### src/design/float_pow_square_multiply_top_assert.svh
// ---------------------------------------------------------------------------
// Assertion macros for the square-and-multiply power block
// Shared property forms used at the end of the top level.
// ---------------------------------------------------------------------------
`ifndef FLOAT_POW_SQUARE_MULTIPLY_TOP_ASSERT_SVH
`define FLOAT_POW_SQUARE_MULTIPLY_TOP_ASSERT_SVH

// The consequent must hold in the same cycle as the trigger.
`define FPW_ASSERT_SAME(label, clk, rst, trig, cons) \
  label: assert property (@(posedge clk) disable iff (rst) (trig) |-> (cons)) \
    else $error("same-cycle check failed");

// The consequent must hold in the cycle after the trigger.
`define FPW_ASSERT_NEXT(label, clk, rst, trig, cons) \
  label: assert property (@(posedge clk) disable iff (rst) (trig) |=> (cons)) \
    else $error("next-cycle check failed");

`endif

### src/design/fpw_pkg.sv
// ---------------------------------------------------------------------------
// fpw_pkg
// Shared types and constants for the square-and-multiply power block.
// ---------------------------------------------------------------------------
package fpw_pkg;

  // Default exponent width.
  localparam int EXPONENT_BITS_DEF = 32;

  // Binary64 constants.
  localparam logic [63:0] ONE_BITS    = 64'h3FF0_0000_0000_0000;
  localparam logic [63:0] MONE_BITS   = 64'hBFF0_0000_0000_0000;
  localparam logic [63:0] INF_BITS    = 64'h7FF0_0000_0000_0000;
  localparam logic [63:0] QUIET_BIT   = 64'h0008_0000_0000_0000;
  localparam logic [63:0] DEFAULT_NAN = 64'hFFF8_0000_0000_0000;

  // Controller states.
  typedef enum logic [3:0] {
    C_IDLE, C_CHECK, C_STEP, C_MUL, C_MUL_WAIT, C_SQ, C_SQ_WAIT,
    C_LOOP_END, C_RECIP, C_RECIP_WAIT, C_FINISH
  } ctrl_state_t;

  // Arithmetic unit states.
  typedef enum logic [2:0] {
    FPU_IDLE, FPU_MUL, FPU_DNORM, FPU_DIV, FPU_NORM, FPU_ROUND, FPU_DONE
  } fpu_state_t;

  // Source of an accumulator write.
  typedef enum logic {ACC_FPU, ACC_INF} acc_src_t;

  // Commands from the controller to the datapath.
  typedef struct packed {
    logic     load;
    logic     fpu_start;
    logic     fpu_div;
    logic     op_square;
    logic     wr_acc;
    acc_src_t acc_src;
    logic     wr_sq;
    logic     shift_mag;
    logic     write_out;
  } fpw_cmd_t;

  // Status from the datapath to the controller.
  typedef struct packed {
    logic base_one;
    logic base_mone;
    logic mag_zero;
    logic mag_bit0;
    logic mag_last;
    logic negative;
    logic acc_zero;
    logic fpu_busy;
    logic fpu_done;
  } fpw_status_t;

endpackage

### src/design/float_pow_square_multiply_top.sv
// ---------------------------------------------------------------------------
// float_pow_square_multiply_top
// Binary64 base raised to a signed integer power by square-and-multiply.
// ---------------------------------------------------------------------------
// Usage: the slave channel takes one transaction holding the base (binary64)
// and the signed exponent; the master channel returns one binary64 result
// per input, rounded to nearest even. Items are processed one at a time.
// Sequence: a check state after acceptance, then for each exponent bit a
// decision state, on a set bit a multiply and, but for the last bit, a squaring,
// all on the shared arithmetic unit. A negative exponent adds a reciprocal
// (a zero power turns into the infinity of its sign instead). Bases of one and
// minus one and a zero exponent go from the check straight to the output.
// Reset clears the controller and the output valid; no result is pending.
// When the receiver stalls, the result waits in the output register; the
// next input is accepted meanwhile and worked on, and its result is held
// back until the output register is free.
// ---------------------------------------------------------------------------
module float_pow_square_multiply_top #(
  parameter int EXPONENT_BITS = fpw_pkg::EXPONENT_BITS_DEF,
  localparam int TDATA_W = ((64 + EXPONENT_BITS + 7) / 8) * 8
) (
  input  logic               clk,
  input  logic               rst,
  input  logic               s_tvalid,
  output logic               s_tready,
  input  logic [TDATA_W-1:0] s_tdata,  // base_bits[63:0], exponent, zero fill
  output logic               m_tvalid,
  input  logic               m_tready,
  output logic [63:0]        m_tdata   // result_bits[63:0]
);

  fpw_pkg::fpw_cmd_t    cmd;
  fpw_pkg::fpw_status_t status;

  // Sequencer.
  fpw_ctrl u_ctrl (
    .clk      (clk),
    .rst      (rst),
    .s_tvalid (s_tvalid),
    .s_tready (s_tready),
    .m_tvalid (m_tvalid),
    .m_tready (m_tready),
    .status   (status),
    .cmd      (cmd)
  );

  // Registers and arithmetic.
  fpw_datapath #(
    .EXPONENT_BITS (EXPONENT_BITS)
  ) u_datapath (
    .clk      (clk),
    .rst      (rst),
    .cmd      (cmd),
    .status   (status),
    .in_base  (s_tdata[63:0]),
    .in_exp   (s_tdata[64 +: EXPONENT_BITS]),
    .out_data (m_tdata)
  );

  `include "float_pow_square_multiply_top_assert.svh"

  // One item in flight: no new input right after an accepted one.
  `FPW_ASSERT_NEXT(a_one_in_flight, clk, rst, s_tvalid && s_tready, !s_tready)
  // Writing the output register always presents a result.
  `FPW_ASSERT_NEXT(a_out_valid, clk, rst, cmd.write_out, m_tvalid)
  // The arithmetic unit is only started when it is idle.
  `FPW_ASSERT_SAME(a_fpu_idle, clk, rst, cmd.fpu_start, !status.fpu_busy)

endmodule

### src/design/fpw_fpu.sv
// ---------------------------------------------------------------------------
// fpw_fpu
// Multi-cycle binary64 multiplier and reciprocal unit, round to nearest even.
// ---------------------------------------------------------------------------
module fpw_fpu (
  input  logic        clk,
  input  logic        rst,
  input  logic        start,
  input  logic        div,
  input  logic [63:0] a,
  input  logic [63:0] b,
  output logic        busy,
  output logic        done,
  output logic [63:0] result
);

  fpw_pkg::fpu_state_t state, state_next;

  logic [105:0]       prod;
  logic               stk;
  logic signed [12:0] e;
  logic               sgn;
  logic [52:0]        ma, mb;
  logic [53:0]        pp;
  logic [5:0]         cnt;
  logic [53:0]        rem;
  logic [57:0]        q;

  // Operand classification.
  logic [10:0] ea, eb;
  logic        a_nan, b_nan, a_inf, b_inf, a_zero, b_zero;
  logic        special;
  logic [63:0] special_val;
  logic        psign;

  assign ea     = a[62:52];
  assign eb     = b[62:52];
  assign a_nan  = (&ea) && (|a[51:0]);
  assign b_nan  = (&eb) && (|b[51:0]);
  assign a_inf  = (&ea) && !(|a[51:0]);
  assign b_inf  = (&eb) && !(|b[51:0]);
  assign a_zero = (a[62:0] == 63'd0);
  assign b_zero = (b[62:0] == 63'd0);
  assign psign  = a[63] ^ b[63];

  always_comb begin
    special     = 1'b1;
    special_val = 64'd0;
    if (div) begin
      if (a_nan) begin
        special_val = a | fpw_pkg::QUIET_BIT;
      end else if (a_inf) begin
        special_val = {a[63], 63'd0};
      end else if (a_zero) begin
        special_val = {a[63], fpw_pkg::INF_BITS[62:0]};
      end else begin
        special = 1'b0;
      end
    end else begin
      if (a_nan) begin
        special_val = a | fpw_pkg::QUIET_BIT;
      end else if (b_nan) begin
        special_val = b | fpw_pkg::QUIET_BIT;
      end else if ((a_inf && b_zero) || (a_zero && b_inf)) begin
        special_val = fpw_pkg::DEFAULT_NAN;
      end else if (a_inf || b_inf) begin
        special_val = {psign, fpw_pkg::INF_BITS[62:0]};
      end else if (a_zero || b_zero) begin
        special_val = {psign, 63'd0};
      end else begin
        special = 1'b0;
      end
    end
  end

  // Partial product operand selection, 27-bit halves.
  logic [26:0] opa, opb;
  always_comb begin
    case (cnt[1:0])
      2'd0:    begin opa = ma[26:0];          opb = mb[26:0];          end
      2'd1:    begin opa = ma[26:0];          opb = {1'b0, mb[52:27]}; end
      2'd2:    begin opa = {1'b0, ma[52:27]}; opb = mb[26:0];          end
      default: begin opa = {1'b0, ma[52:27]}; opb = {1'b0, mb[52:27]}; end
    endcase
  end

  // Shifted partial product for accumulation.
  logic [105:0] pp_sh;
  always_comb begin
    case (cnt)
      6'd1:        pp_sh = {52'd0, pp};
      6'd2, 6'd3:  pp_sh = {25'd0, pp, 27'd0};
      6'd4:        pp_sh = {pp[51:0], 54'd0};
      default:     pp_sh = 106'd0;
    endcase
  end

  // Restoring division step.
  logic        ge;
  logic [53:0] rem_sub, rem_n;
  logic [57:0] q_n;
  assign ge      = (rem >= {1'b0, mb});
  assign rem_sub = ge ? (rem - {1'b0, mb}) : rem;
  assign rem_n   = {rem_sub[52:0], 1'b0};
  assign q_n     = {q[56:0], ge};

  // Rounding.
  logic [52:0]        kept;
  logic               guard, sticky, inc;
  logic [53:0]        rsum;
  logic signed [12:0] eo;
  logic [51:0]        frac;
  logic [63:0]        rounded;
  assign kept   = prod[105:53];
  assign guard  = prod[52];
  assign sticky = (|prod[51:0]) | stk;
  assign inc    = guard & (sticky | kept[0]);
  assign rsum   = {1'b0, kept} + {53'd0, inc};

  always_comb begin
    if (rsum[53]) begin
      eo   = e + 13'sd1;
      frac = 52'd0;
    end else begin
      eo   = rsum[52] ? e : 13'sd0;
      frac = rsum[51:0];
    end
    if (eo >= 13'sd2047) begin
      rounded = {sgn, fpw_pkg::INF_BITS[62:0]};
    end else begin
      rounded = {sgn, eo[10:0], frac};
    end
  end

  // Biased exponents with subnormals read as exponent one.
  logic signed [12:0] ea_s, eb_s;
  assign ea_s = (ea == 11'd0) ? 13'sd1 : $signed({2'b00, ea});
  assign eb_s = (eb == 11'd0) ? 13'sd1 : $signed({2'b00, eb});

  // State register.
  always_ff @(posedge clk) begin
    if (rst) begin
      state <= fpw_pkg::FPU_IDLE;
    end else begin
      state <= state_next;
    end
  end

  // Next state.
  always_comb begin
    state_next = state;
    unique case (state)
      fpw_pkg::FPU_IDLE: begin
        if (start) begin
          if (special) state_next = fpw_pkg::FPU_DONE;
          else if (div) state_next = fpw_pkg::FPU_DNORM;
          else state_next = fpw_pkg::FPU_MUL;
        end
      end
      fpw_pkg::FPU_MUL:   if (cnt == 6'd4) state_next = fpw_pkg::FPU_NORM;
      fpw_pkg::FPU_DNORM: if (mb[52]) state_next = fpw_pkg::FPU_DIV;
      fpw_pkg::FPU_DIV:   if (cnt == 6'd57) state_next = fpw_pkg::FPU_NORM;
      fpw_pkg::FPU_NORM: begin
        if (!(e < 13'sd1) && !(!prod[105] && e > 13'sd1)) state_next = fpw_pkg::FPU_ROUND;
      end
      fpw_pkg::FPU_ROUND: state_next = fpw_pkg::FPU_DONE;
      fpw_pkg::FPU_DONE:  state_next = fpw_pkg::FPU_IDLE;
      default:            state_next = fpw_pkg::FPU_IDLE;
    endcase
  end

  // Datapath registers.
  always_ff @(posedge clk) begin
    case (state)
      fpw_pkg::FPU_IDLE: begin
        if (start) begin
          result <= special_val;
          cnt    <= 6'd0;
          prod   <= 106'd0;
          stk    <= 1'b0;
          if (div) begin
            sgn <= a[63];
            mb  <= {(ea != 11'd0), a[51:0]};
            e   <= ea_s;
          end else begin
            sgn <= psign;
            ma  <= {(ea != 11'd0), a[51:0]};
            mb  <= {(eb != 11'd0), b[51:0]};
            e   <= ea_s + eb_s - 13'sd1022;
          end
        end
      end
      fpw_pkg::FPU_MUL: begin
        pp   <= {27'd0, opa} * {27'd0, opb};
        prod <= prod + pp_sh;
        cnt  <= cnt + 6'd1;
      end
      fpw_pkg::FPU_DNORM: begin
        if (mb[52]) begin
          rem <= {2'b01, 52'd0};
          cnt <= 6'd0;
        end else if (mb[52:45] == 8'd0) begin
          mb <= {mb[44:0], 8'd0};
          e  <= e - 13'sd8;
        end else begin
          mb <= {mb[51:0], 1'b0};
          e  <= e - 13'sd1;
        end
      end
      fpw_pkg::FPU_DIV: begin
        rem <= rem_n;
        q   <= q_n;
        cnt <= cnt + 6'd1;
        if (cnt == 6'd57) begin
          prod <= {q_n, 48'd0};
          stk  <= |rem_n;
          e    <= 13'sd2046 - e;
        end
      end
      fpw_pkg::FPU_NORM: begin
        if (e < -13'sd120) begin
          stk  <= stk | (|prod);
          prod <= 106'd0;
          e    <= 13'sd1;
        end else if (e <= -13'sd7) begin
          stk  <= stk | (|prod[7:0]);
          prod <= {8'd0, prod[105:8]};
          e    <= e + 13'sd8;
        end else if (e < 13'sd1) begin
          stk  <= stk | prod[0];
          prod <= {1'b0, prod[105:1]};
          e    <= e + 13'sd1;
        end else if (!prod[105] && e > 13'sd1) begin
          if (prod[105:98] == 8'd0 && e > 13'sd8) begin
            prod <= {prod[97:0], 8'd0};
            e    <= e - 13'sd8;
          end else begin
            prod <= {prod[104:0], 1'b0};
            e    <= e - 13'sd1;
          end
        end
      end
      fpw_pkg::FPU_ROUND: result <= rounded;
      default: ;
    endcase
  end

  assign busy = (state != fpw_pkg::FPU_IDLE);
  assign done = (state == fpw_pkg::FPU_DONE);

endmodule

### src/design/fpw_datapath.sv
// ---------------------------------------------------------------------------
// fpw_datapath
// Operand registers, exponent magnitude shifter and the shared arithmetic unit.
// ---------------------------------------------------------------------------
module fpw_datapath #(
  parameter int EXPONENT_BITS = fpw_pkg::EXPONENT_BITS_DEF
) (
  input  logic                     clk,
  input  logic                     rst,
  input  fpw_pkg::fpw_cmd_t        cmd,
  output fpw_pkg::fpw_status_t     status,
  input  logic [63:0]              in_base,
  input  logic [EXPONENT_BITS-1:0] in_exp,
  output logic [63:0]              out_data
);

  logic [63:0]              base;
  logic [63:0]              acc;
  logic [63:0]              sq;
  logic [EXPONENT_BITS-1:0] mag;
  logic                     negative;
  logic                     odd;
  logic                     fpu_busy, fpu_done;
  logic [63:0]              fpu_result;
  logic                     base_one, base_mone;

  // Shared multiply and reciprocal unit.
  fpw_fpu u_fpu (
    .clk    (clk),
    .rst    (rst),
    .start  (cmd.fpu_start),
    .div    (cmd.fpu_div),
    .a      (cmd.op_square ? sq : acc),
    .b      (sq),
    .busy   (fpu_busy),
    .done   (fpu_done),
    .result (fpu_result)
  );

  assign base_one  = (base == fpw_pkg::ONE_BITS);
  assign base_mone = (base == fpw_pkg::MONE_BITS);

  // Working registers.
  always_ff @(posedge clk) begin
    if (cmd.load) begin
      base     <= in_base;
      sq       <= in_base;
      acc      <= fpw_pkg::ONE_BITS;
      negative <= in_exp[EXPONENT_BITS-1];
      odd      <= in_exp[0];
      mag      <= in_exp[EXPONENT_BITS-1] ? ({EXPONENT_BITS{1'b0}} - in_exp) : in_exp;
    end else begin
      if (cmd.wr_acc) begin
        acc <= (cmd.acc_src == fpw_pkg::ACC_INF) ?
               {acc[63], fpw_pkg::INF_BITS[62:0]} : fpu_result;
      end
      if (cmd.wr_sq) sq <= fpu_result;
      if (cmd.shift_mag) mag <= {1'b0, mag[EXPONENT_BITS-1:1]};
    end
  end

  // Output register.
  always_ff @(posedge clk) begin
    if (cmd.write_out) begin
      if (base_one) out_data <= fpw_pkg::ONE_BITS;
      else if (base_mone) out_data <= odd ? fpw_pkg::MONE_BITS : fpw_pkg::ONE_BITS;
      else out_data <= acc;
    end
  end

  assign status.base_one  = base_one;
  assign status.base_mone = base_mone;
  assign status.mag_zero  = (mag == {EXPONENT_BITS{1'b0}});
  assign status.mag_bit0  = mag[0];
  assign status.mag_last  = (mag[EXPONENT_BITS-1:1] == {(EXPONENT_BITS-1){1'b0}});
  assign status.negative  = negative;
  assign status.acc_zero  = (acc[62:0] == 63'd0);
  assign status.fpu_busy  = fpu_busy;
  assign status.fpu_done  = fpu_done;

endmodule

### src/design/fpw_ctrl.sv
// ---------------------------------------------------------------------------
// fpw_ctrl
// Sequencer for the square-and-multiply loop and the final reciprocal.
// ---------------------------------------------------------------------------
module fpw_ctrl (
  input  logic                 clk,
  input  logic                 rst,
  input  logic                 s_tvalid,
  output logic                 s_tready,
  output logic                 m_tvalid,
  input  logic                 m_tready,
  input  fpw_pkg::fpw_status_t status,
  output fpw_pkg::fpw_cmd_t    cmd
);

  fpw_pkg::ctrl_state_t state, state_next;
  logic                 m_tvalid_next;

  // State and output-valid registers.
  always_ff @(posedge clk) begin
    if (rst) begin
      state    <= fpw_pkg::C_IDLE;
      m_tvalid <= 1'b0;
    end else begin
      state    <= state_next;
      m_tvalid <= m_tvalid_next;
    end
  end

  // Next state and commands.
  always_comb begin
    state_next  = state;
    cmd         = '0;
    cmd.acc_src = fpw_pkg::ACC_FPU;
    s_tready    = 1'b0;
    unique case (state)
      fpw_pkg::C_IDLE: begin
        s_tready = 1'b1;
        if (s_tvalid) begin
          cmd.load   = 1'b1;
          state_next = fpw_pkg::C_CHECK;
        end
      end
      fpw_pkg::C_CHECK: begin
        if (status.base_one || status.base_mone || status.mag_zero) begin
          state_next = fpw_pkg::C_FINISH;
        end else begin
          state_next = fpw_pkg::C_STEP;
        end
      end
      fpw_pkg::C_STEP: state_next = status.mag_bit0 ? fpw_pkg::C_MUL : fpw_pkg::C_SQ;
      fpw_pkg::C_MUL: begin
        cmd.fpu_start = 1'b1;
        state_next    = fpw_pkg::C_MUL_WAIT;
      end
      fpw_pkg::C_MUL_WAIT: begin
        if (status.fpu_done) begin
          cmd.wr_acc = 1'b1;
          state_next = status.mag_last ? fpw_pkg::C_LOOP_END : fpw_pkg::C_SQ;
        end
      end
      fpw_pkg::C_SQ: begin
        cmd.fpu_start = 1'b1;
        cmd.op_square = 1'b1;
        state_next    = fpw_pkg::C_SQ_WAIT;
      end
      fpw_pkg::C_SQ_WAIT: begin
        if (status.fpu_done) begin
          cmd.wr_sq     = 1'b1;
          cmd.shift_mag = 1'b1;
          state_next    = fpw_pkg::C_STEP;
        end
      end
      fpw_pkg::C_LOOP_END: begin
        if (!status.negative) begin
          state_next = fpw_pkg::C_FINISH;
        end else if (status.acc_zero) begin
          // Reciprocal of a signed zero is the infinity of that sign.
          cmd.wr_acc  = 1'b1;
          cmd.acc_src = fpw_pkg::ACC_INF;
          state_next  = fpw_pkg::C_FINISH;
        end else begin
          state_next = fpw_pkg::C_RECIP;
        end
      end
      fpw_pkg::C_RECIP: begin
        cmd.fpu_start = 1'b1;
        cmd.fpu_div   = 1'b1;
        state_next    = fpw_pkg::C_RECIP_WAIT;
      end
      fpw_pkg::C_RECIP_WAIT: begin
        if (status.fpu_done) begin
          cmd.wr_acc = 1'b1;
          state_next = fpw_pkg::C_FINISH;
        end
      end
      fpw_pkg::C_FINISH: begin
        if (!m_tvalid || m_tready) begin
          cmd.write_out = 1'b1;
          state_next    = fpw_pkg::C_IDLE;
        end
      end
      default: state_next = fpw_pkg::C_IDLE;
    endcase
  end

  // Output register holds its transaction until taken.
  always_comb begin
    if (cmd.write_out) m_tvalid_next = 1'b1;
    else if (m_tready) m_tvalid_next = 1'b0;
    else m_tvalid_next = m_tvalid;
  end

endmodule
### config.mk
export PLATFORM = sky130hd
export DESIGN_NAME = float_pow_square_multiply_top
export DESIGN_NICKNAME = d
export VERILOG_FILES = /design/src/design/fpw_pkg.sv /design/src/design/float_pow_square_multiply_top.sv /design/src/design/fpw_fpu.sv /design/src/design/fpw_datapath.sv /design/src/design/fpw_ctrl.sv
export VERILOG_INCLUDE_DIRS = /design/src /design/src/design
export SDC_FILE = /design/constraint.sdc
export NUM_CORES = 2
export LEC_CHECK = 0
export ABC_AREA = 1
export BUFFER_PORTS_ARGS = -buffer_cell sky130_fd_sc_hd__clkbuf_2
export CORE_MARGIN = 5
export CORE_UTILIZATION = 45
export CTS_BUF_LIST = sky130_fd_sc_hd__clkbuf_8
export DETAILED_ROUTE_END_ITERATION = 10
export PLACE_DENSITY = 0.56
export RECOVER_POWER = 100
export SLEW_MARGIN = 10
export SYNTH_ARGS = -nofsm -noshare
export SYNTH_HDL_FRONTEND = slang
export SYNTH_SLANG_ARGS = --single-unit
export TNS_END_PERCENT = 1
### constraint.sdc
create_clock -name clk -period 12.9 [get_ports clk]
set_input_delay 1.29 -clock clk [delete_from_list [all_inputs] [get_ports clk]]
set_output_delay 1.29 -clock clk [all_outputs]
set_load 0.02 [all_outputs]
==> flow_summary_export.csv <==
group,metric,value,unit
worst_setup_path,crit_slowest_cell,"clkinv_1",
routing,dr.pass1.iters,6,
worst_setup_path,crit_path_max_incr_delay,1.52,ns
routing,postRouteAntennaNets,0,
routing,via_per_inst,5.77,
clock_tree,htreeDepth,4,
sta,setup_tns,0,ns
die,die_area,180000,um2
sta,hold_violations,0,
global_route,gr-total-overflow,0,
run_status,violations,"max-capacitance violations, max-slew violations",
layout,utilization,0.486,
worst_setup_path,cp_top_family,"adder cells",
yosys,synth-edff-count,687,
global_route,grt_pass1_wl,466,mm
die,pin_count,166,
yosys,synth_seq_cells,759,
worst_setup_path,setup.worst_path.class,"flop to flop",
yosys,yosysMostFrequentCell,"nand2_1",
die,die_h,424,um
sta,hold-worst-slack,0.437,ns
sta,skew,0.0619,ns
worst_setup_path,cp.buffers_inverters,9,
yosys,synth_cell_type_count,68,
clock_tree,cts_hold_buf,0,
die,start_util,0.452,
clock_tree,tritoncts,"built",
clock_tree,cts-root-buf,"clkbuf_8",
yosys,synth_area,77300,um2
sta,tightest_slew,4.57,ns
worst_setup_path,end_kind,"flop",
layout,syn_to_final_growth,7.54,%
yosys,avgSynthCellArea,7.60,um2
clock_tree,max-clock-path-buffers,3,
clock_tree,post_cts_buffers,0,
sta,fmax,90.1,MHz
yosys,async_reset_ff_frac,0,
routing,num_vias,72500,
routing,avgRoutedWirePerCell,25.3,um
global_route,grt_antenna_before_repair,15,
die,rows,152,
worst_setup_path,path_max_fanout,17,
yosys,syn-num-nets,11300,
yosys,yosys-top-cells-count,"nand2_1 (2317), inv_1 (1970), nor2_1 (1087)",
sta,rsz0062_at_grt,"false",
layout,final_nets,11300,
clock_tree,insertion_delay,0.90,ns
routing,drt_wl_total,319,mm
die,die_w,424,um
run,cap_viol_max_count,29,
hold_path,holdCritPathClass,"flop to flop",
routing,drc_errors,0,
layout,drive_gt1_frac,0.0458,
clock_tree,ctsResizeCount,0,
worst_setup_path,critPathLaunchType,"flop",
sta,period_share,0.860,
worst_setup_path,cpMostUsedCell,"inv_1",
yosys,yosys.area.top_type_share,0.267,
sta,slew_headroom,-2.04,
global_route,grt_pass1_vias,71300,
die,core-area,171000,um2
yosys,syn-instance-count,10200,
routing,drt_iter0_drc,7778,
sta,setup_viol,0,
worst_setup_path,cp.required,13.49,ns
global_route,grt_use_total,0.346,
clock_tree,cts_num_sinks,759,
clock_tree,numCtsBuffers,146,
placement,dp_hpwl,250,mm
yosys,yosys_warnings,0,
placement,globalplace.congestion,1.02,
placement,port-buffer-count,165,
worst_setup_path,worstPathArrival,11.68,ns
yosys,yosysTopAreaCell,"edfxtp_1",
run_status,status,"finished, violations left",
clock_tree,clkSlewWorstSetupHoldPaths,0.06,ns
sta,post-route-min-period,11.10,ns
yosys,synth-main-ff-cell,"edfxtp_1",
yosys,netlist_top_cells_area,"edfxtp_1 (27%), fa_1 (16%), nand2_1 (11%), inv_1 (9.6%), ha_1 (6.2%)",
sta,timing.final.max_slew_violations,1579,
global_route,grt_max_degree,123,
yosys,ys_seq_area_frac,0.286,
-- worst paths after layout --
check	slack (ns)	end	depth (start not counted)	from
max	1.80	u_datapath.u_fpu.pp[40]$_DFFE_PP_	29	u_datapath.u_fpu.cnt[0]$_SDFFCE_PN0P_
min	0.44	u_datapath.u_fpu.q[26]$_DFFE_PP_	0	u_datapath.u_fpu.q[25]$_DFFE_PP_
max reg2reg	1.80	u_datapath.u_fpu.pp[40]$_DFFE_PP_	29	u_datapath.u_fpu.cnt[0]$_SDFFCE_PN0P_
min reg2reg	0.44	u_datapath.u_fpu.q[26]$_DFFE_PP_	0	u_datapath.u_fpu.q[25]$_DFFE_PP_
-- cells in the final DEF (no fill, tap or decap), types with 72 or more instances in the layout --
cell,instances
nand4_1,102
nor3_1,79
buf_4,77
xor2_1,157
o21ai_0,614
nand2_1,2313
clkbuf_1,157
edfxtp_1,687
o221ai_1,160
nor4_1,80
inv_1,2013
ha_1,385
a21oi_1,446
clkbuf_8,161
nand3_1,299
o211ai_1,80
o22ai_1,85
dfxtp_1,72
fa_1,627
nor2_1,1081
-- sequential cells by signal, summed over array words and instances (netlist names), 3 cells and up --
register	cells
u_datapath.u_fpu.mb	53
u_datapath.base	64
u_ctrl.state	4
u_datapath.u_fpu.state	3
u_datapath.u_fpu.e	13
u_datapath.u_fpu.result	64
u_datapath.u_fpu.ma	53
u_datapath.sq	64
u_datapath.acc	64
u_datapath.out_data	64
u_datapath.mag	32
u_datapath.u_fpu.cnt	6
u_datapath.u_fpu.prod	106
u_datapath.u_fpu.pp	54
u_datapath.u_fpu.rem	53
u_datapath.u_fpu.q	57
-- metrics by stage --
| stage | worst slack, ns | cells | cell area (um2) |
|---|---|---|---|
| 5_1_grt | 1.34 | 12600 | 83100 |
| 2_1_floorplan | 4.79 | 10200 | 77300 |
| 4_1_cts | 2.96 | 12600 | 83500 |
| 3_3_place_gp | 3.19 | 12300 | 80500 |
| 3_5_place_dp | 2.99 | 12300 | 80500 |
| 6_report | 1.80 | 12600 | 83100 |
-- metal layers --
metal	global-route usage	vias to the layer above	part of all wire
met5	0.000269	-	0.00020
met4	0.136	10	0.046
met3	0.0727	700	0.088
met2	0.545	3461	0.45
met1	0.469	35500	0.42
li1	-	32800	-
-- layout make-up --
type | instances | area [um2]
antenna | 6 | 15.0
timing repair buffer | 268 | 1340
tap | 2233 | 2790
clock buffer | 161 | 2220
multi-input combinational | 7004 | 46300
fill | 17500 | 88000
clock inverter | 106 | 767
inverter | 2030 | 7620
sequential | 759 | 22100
-- cells by family after synthesis --
| logic type | count (synthesis) | synth area share |
|---|---|---|
| AOI/OAI and AO/OA | 1720 | 0.133 |
| xor gates and xnor gates | 204 | 0.0231 |
| adders and majority gates | 1012 | 0.225 |
| buffers and inverters | 2402 | 0.119 |
| DFF | 759 | 0.286 |
| muxes | 1 | 0.000146 |
| and+or+nand+nor | 4067 | 0.214 |
Power is left out: the tool's default activity adds up to more than one toggle a clock period on the data nets, which glitch-free logic cannot reach.
